## src/pfdjs_pkg.sv

```systemverilog
// Package for the per-flow delay/jitter statistics block: widths, command codes,
// table entry layout and controller/datapath handshake structs. No dependencies.
package pfdjs_pkg;

  localparam int NODE_COUNT = 64;
  localparam int DELAY_BITS = 32;

  localparam int IDX_W    = $clog2(NODE_COUNT);
  localparam int NODE_W   = 6;
  localparam int DELAY_W  = 32;
  localparam int JITTER_W = 32;
  localparam int SUM_W    = 48;
  localparam int CNT_W    = 32;

  localparam logic [1:0] CMD_RECV = 2'd0;
  localparam logic [1:0] CMD_SEND = 2'd1;
  localparam logic [1:0] CMD_READ = 2'd2;

  typedef struct packed {
    logic [DELAY_BITS-1:0] last_delay;
    logic [SUM_W-1:0]      delay_sum;
    logic [SUM_W-1:0]      jitter_sum;
    logic [CNT_W-1:0]      recv_count;
    logic [CNT_W-1:0]      send_count;
  } entry_t;

  localparam int ENTRY_W = $bits(entry_t);

  // controller -> datapath
  typedef struct packed {
    logic latch;    // capture input word
    logic rd_en;    // table read
    logic calc_jit; // form jitter from previous delay
    logic commit;   // write back and load result
  } dp_cmd_t;

  // datapath -> controller
  typedef struct packed {
    logic out_free; // result register empty or being taken
  } dp_status_t;

endpackage

```

## src/pfdjs_ctrl.sv

```systemverilog
// Sequencer for the statistics block: accept, table read, jitter, commit.
// Depends on pfdjs_pkg for the command/status structs.
module pfdjs_ctrl (
  input  logic                  clk,
  input  logic                  rst,
  input  logic                  in_valid,
  output logic                  in_ready,
  input  pfdjs_pkg::dp_status_t status,
  output pfdjs_pkg::dp_cmd_t    cmd
);
  import pfdjs_pkg::*;

  localparam logic [1:0] ST_IDLE = 2'd0;
  localparam logic [1:0] ST_READ = 2'd1;
  localparam logic [1:0] ST_DIFF = 2'd2;
  localparam logic [1:0] ST_SUM  = 2'd3;

  logic [1:0] state;
  logic [1:0] state_next;

  // no word is taken while reset is high
  assign in_ready = (state == ST_IDLE) && !rst;

  always_comb begin
    state_next   = state;
    cmd.latch    = 1'b0;
    cmd.rd_en    = 1'b0;
    cmd.calc_jit = 1'b0;
    cmd.commit   = 1'b0;
    unique case (state)
      ST_IDLE: begin
        if (in_valid && !rst) begin
          cmd.latch  = 1'b1;
          state_next = ST_READ;
        end
      end
      ST_READ: begin
        cmd.rd_en  = 1'b1;
        state_next = ST_DIFF;
      end
      ST_DIFF: begin
        cmd.calc_jit = 1'b1;
        state_next   = ST_SUM;
      end
      ST_SUM: begin
        // hold here until the result register can take the word
        if (status.out_free) begin
          cmd.commit = 1'b1;
          state_next = ST_IDLE;
        end
      end
      default: state_next = ST_IDLE;
    endcase
  end

  always_ff @(posedge clk) begin
    if (rst) begin
      state <= ST_IDLE;
    end else begin
      state <= state_next;
    end
  end

endmodule

```

## config.mk

```make
export PLATFORM = sky130hd
export DESIGN_NAME = pfdjs_ctrl
export DESIGN_NICKNAME = d
export VERILOG_FILES = /design/src/pfdjs_pkg.sv /design/src/pfdjs_ctrl.sv
export SDC_FILE = /design/constraint.sdc
export NUM_CORES = 1
export LEC_CHECK = 0
export BUFFER_PORTS_ARGS = -buffer_cell sky130_fd_sc_hd__clkbuf_2
export CAP_MARGIN = 10
export CORE_AREA = 2 2 39 41
export CTS_BUF_LIST = sky130_fd_sc_hd__clkbuf_4 sky130_fd_sc_hd__clkbuf_8
export CTS_CLUSTER_DIAMETER = 100
export DETAILED_ROUTE_END_ITERATION = 8
export DIE_AREA = 0 0 41 43
export GPL_TIMING_DRIVEN = 1
export REMOVE_ABC_BUFFERS = 1
export SYNTH_ARGS = -nofsm -noshare
export SYNTH_HDL_FRONTEND = slang
export SYNTH_SLANG_ARGS = --single-unit
```

## constraint.sdc

```tcl
create_clock -name clk -period 1.56 [get_ports clk]
set_input_delay 0.078 -clock clk [delete_from_list [all_inputs] [get_ports clk]]
set_output_delay 0.078 -clock clk [all_outputs]
set_load 0.02 [all_outputs]
```

## Word level (Yosys, flattened, before mapping)

Cells that the tools add are included.
Widths: inputs -> output; s select.

- Output and inout port bits: 5
- Flip-flop bits (word level): 2

- Muxes and demuxes: 9
- Equality and inequality tests: 5
- Reductions and logical operators: 5

Operator list:

| operator | number |
|---|---|
| $pmux 2 s4 | 1 |
| $mux 1 | 6 |
| $eq 2x2->1 const B | 2 |
| $mux 2 | 2 |
| $eq 2x1->1 const B | 1 |
| $logic_and 1x1->1 | 2 |
| $logic_not 2->1 | 1 |
| $ne 2x1->1 const B | 1 |
| $ne 2x2->1 const B | 1 |
| $reduce_and 2->1 | 1 |
| $logic_not 1->1 | 1 |

## Depth between registers and ports, before layout

- Depth in word-level cells: 4
- Depth in mapped cells: 4
- Depth with buffers taken out: 4

## Worst setup path before layout

No wires, ideal clock.

- Kind: register to output
- Start point: reg state[0]
- End point: out cmd[3] in the netlist's numbering
- Cell stages (with the launch flop): 5
- Arrival time: 1.213 ns
- Setup slack: 0.269 ns
- Path through: dfxtp_1 > inv_1 > ha_1 > nor2b_1 > and2_1

RTL lines:

| item | line | source |
|---|---|---|
| start: declaration | pfdjs_ctrl.sv:18 | `logic [1:0] state;` |
| start signal: assignment | pfdjs_ctrl.sv:60 | `state <= state_next;` |
| end: declaration | pfdjs_ctrl.sv:9 | `output pfdjs_pkg::dp_cmd_t cmd` |

==> metrics.md <==
| Metric | Value |
|---|---|
| Num Clock Sinks | `2` |
| Place WS | `262 ps` |
| Gr ovfl total | `0` |
| Sequential power share | `22.5%` |
| Vias in the first global route | `162` |
| Met1 Usage GRT | `3.18%` |
| Netlist cell types | `12` |
| Outcome | `complete, no violations` |
| DRC | `0` |
| Met2 GRT Util | `7.81%` |
| CP peak stage delay | `370 ps` |
| Crit Path Category | `reg2out` |
| Via count of the routed design | `167` |
| CTS tree | `done` |
| R2r setup slk | `280 ps` |
| Hpwl dp | `301 um` |
| Combinational share of power | `48.2%` |
| Max Freq | `712 MHz` |
| DIE AREA | `1760 um2` |
| Synthesized area per cell | `8.88 um2` |
| RSZ-0062 raised after global routing | `false` |
| Biggest register | `state` |
| Crit path time final | `1410 ps` |
| Die Y | `43 um` |
| Synthesized area | `178 um2` |
| Post-cts gate resize count | `0` |
| Starting density of the core | `12.8%` |
| Core footprint | `1380 um2` |
| Post-DRT Antenna Nets | `0` |
| Slowest CP cell | `dfxtp_1` |
| Postcts setup bufs | `0` |
| M3 GR Usage | `3.14%` |
| Hold buffers post-CTS | `0` |
| Largest regs | `state (2)` |
| LEAKAGE | `0.146 nW` |
| Yosys top cell area share | `28.2%` |
| Layout cells sized above 1 | `41.9%` |
| Number of antenna violations at the first check in global routing | `0` |
| Tcrit/Tclk final | `90.1%` |
| PnR worst setup slack | `155 ps` |
| Total GRT Usage | `5.31%` |
| Fill cells | `156` |
| Synth warn | `0` |
| Gate Count Post-Synth | `20` |
| DR pass1 iterations | `2` |
| CTS root buf | `clkbuf_4` |
| Internal Power | `0.000239 W` |
| First-pass GRT wire length | `531 um` |
| Seq. cell area | `40.0 um2` |
| Switch Pwr | `0.000161 W` |
| Slew @ Worst Pin | `231 ps` |
| FF+latch count, synth | `2` |
| Worst setup path end | `cmd[3]` |
| Critical path's top delay family | `flip-flops` |
| Max-cap viol count | `0` |
| I/O pin cnt | `9` |
| Cell Chain, Critical Path | `inv_1, ha_1, nor2b_1, and2_1, clkbuf_2` |
| Slew Limit Fails | `0` |
| TNS Setup | `0 ps` |
| Placer Congestion | `0.600` |
| Reg2reg path depth | `4` |
| Crit path depth | `5` |
| Global route hottest layer | `met4` |
| Chip Width | `41 um` |
| Ys flop type | `dfxtp_1` |
| H-tree levels | `1` |
| Sequential share of the synthesized area | `22.5%` |
| Area leader, netlist | `ha_1` |
| Post-synth ARST share | `0%` |
| WL/cell | `7.85 um` |
| Synth cell count leaders | `4 x ha_1, 4 x inv_1, 2 x dfxtp_1, 2 x nand2_1` |
| Worst Hold Class | `in2reg` |
| Max reg flops | `2` |
| Final Hold Fails | `0` |
| CP bufs+invs | `2` |
| Area growth syn-to-layout | `46.5%` |
| Clk pin slew, worst setup/hold paths | `30 ps` |
| Slew HR | `84.6%` |
| IO Port Bufs | `8` |
| Largest net degree at the start of global routing | `5` |
| Final #Nets | `41` |
| CP startpoint kind | `flop` |
| Max Buffers Root-to-Sink | `2` |
| Setup crit start | `state[0]` |
| Worst vdd ir | `0.237 mV` |
| Worst Path Required | `1480 ps` |
| Core Rows | `14` |
| R2r endpoint | `state[0]` |
| Worst setup EP type | `primary output` |
| Vias per cell | `3.55` |
| Power density over the cells | `1530 nW/um2` |
| Ant diodes | `0` |
| CTS Buf Count | `3` |
| Multi-input gate area | `123 um2` |
| Clock Power Share | `29.4%` |
| Switching share of power | `40.3%` |
| DRT iter0 DRCs | `2` |
| Post-synth EDFFs | `0` |
| Final setup skew | `3.98 ps` |
| Drt total wl | `369 um` |
| Crit path DAT | `1330 ps` |
| Final setup viols | `0` |
| Skew-Pair Late Insertion Delay | `230 ps` |
| Max FO, Critical Path | `4` |
| RR Startpoint | `state[0]` |
| Area contributors post-synth | `ha_1 28%, dfxtp_1 23%, inv_1 8.5%` |
power groups by stage:
stage	logic [W]	registers, W	clock network, W
2_1_floorplan	0.000150	0.0000863	0
3_3_place_gp	0.000194	0.0000884	0
3_5_place_dp	0.000198	0.0000913	0
4_1_cts	0.000198	0.0000905	0.000123
5_1_grt	0.000217	0.0000931	0.000123
6_report	0.000192	0.0000897	0.000117
cells by family after synthesis:
logic type | Yosys count | synth area share, %
AND/OR/NAND/NOR | 7 | 26.8
buffers and inverters | 4 | 8.45
adder cells (fa/ha/maj) | 4 | 28.2
AO/OA/AOI/OAI | 2 | 8.45
flip-flops | 2 | 22.5
multiplexers | 1 | 5.63
per-stage QoR:
| stage | util [%] | total power (W) | instances | hold slack [ps] | area, um2 |
|---|---|---|---|---|---|
| floorplan | - | 0.000237 | 20 | 239 | 178 |
| global placement | 17.2 | 0.000282 | 44 | 385 | 238 |
| detailed placement | 17.2 | 0.000289 | 44 | 408 | 238 |
| CTS | 18.8 | 0.000412 | 47 | 169 | 260 |
| global route | 18.8 | 0.000433 | 47 | 205 | 260 |
| finish | 18.8 | 0.000399 | 47 | 167 | 260 |
final cells by class:
cell class / count / area share [%]
clock buffers: 3 / 8.65
inverters: 4 / 5.77
flip-flops and latches: 2 / 15.4
multi-input cells: 14 / 47.1
well taps: 16 / 7.69
repair buffers: 8 / 15.4
cell usage in the layout (no fill, tap or decap):
master	count
clkbuf_2	8
or3_1	1
mux2i_1	1
ha_1	4
clkbuf_4	3
nor2b_4	1
and2_1	1
o211a_1	1
inv_1	4
nand2_1	2
a21oi_1	1
nor2b_1	1
dfxtp_1	2
and2_2	1
worst register-to-register path: cells and delay by family (launching register included):
kind,cells,cell delay [ps]
buffers and inverters,1,80
flip-flops,1,370
AO/OA/AOI/OAI,1,140
adder cells (fa/ha/maj),1,220
AND/OR/NAND/NOR,1,370
metal layers:
| metal | wire length (um) | share of wire [%] | vias up |
|---|---|---|---|
| met1 | 129 | 35 | 76 |
| met2 | 202 | 55 | 6 |
| met5 | 0 | 0 | - |
| li1 | - | - | 85 |
| met4 | 0 | 0 | 0 |
| met3 | 37 | 10 | 0 |
worst min path at each step:
| stage | end | cells after the start | from | slack [ps] |
|---|---|---|---|---|
| 3_5_place_dp | state[1] | 4 | rst | 410 |
| 3_3_place_gp | state[0] | 3 | rst | 390 |
| 4_1_cts | state[1] | 4 | rst | 170 |
| 2_1_floorplan | in_ready | 1 | rst | 240 |
| 5_1_grt | state[0] | 3 | rst | 200 |
| 6_report | state[0] | 3 | rst | 170 |
Power figures use the tool's default switching activity.
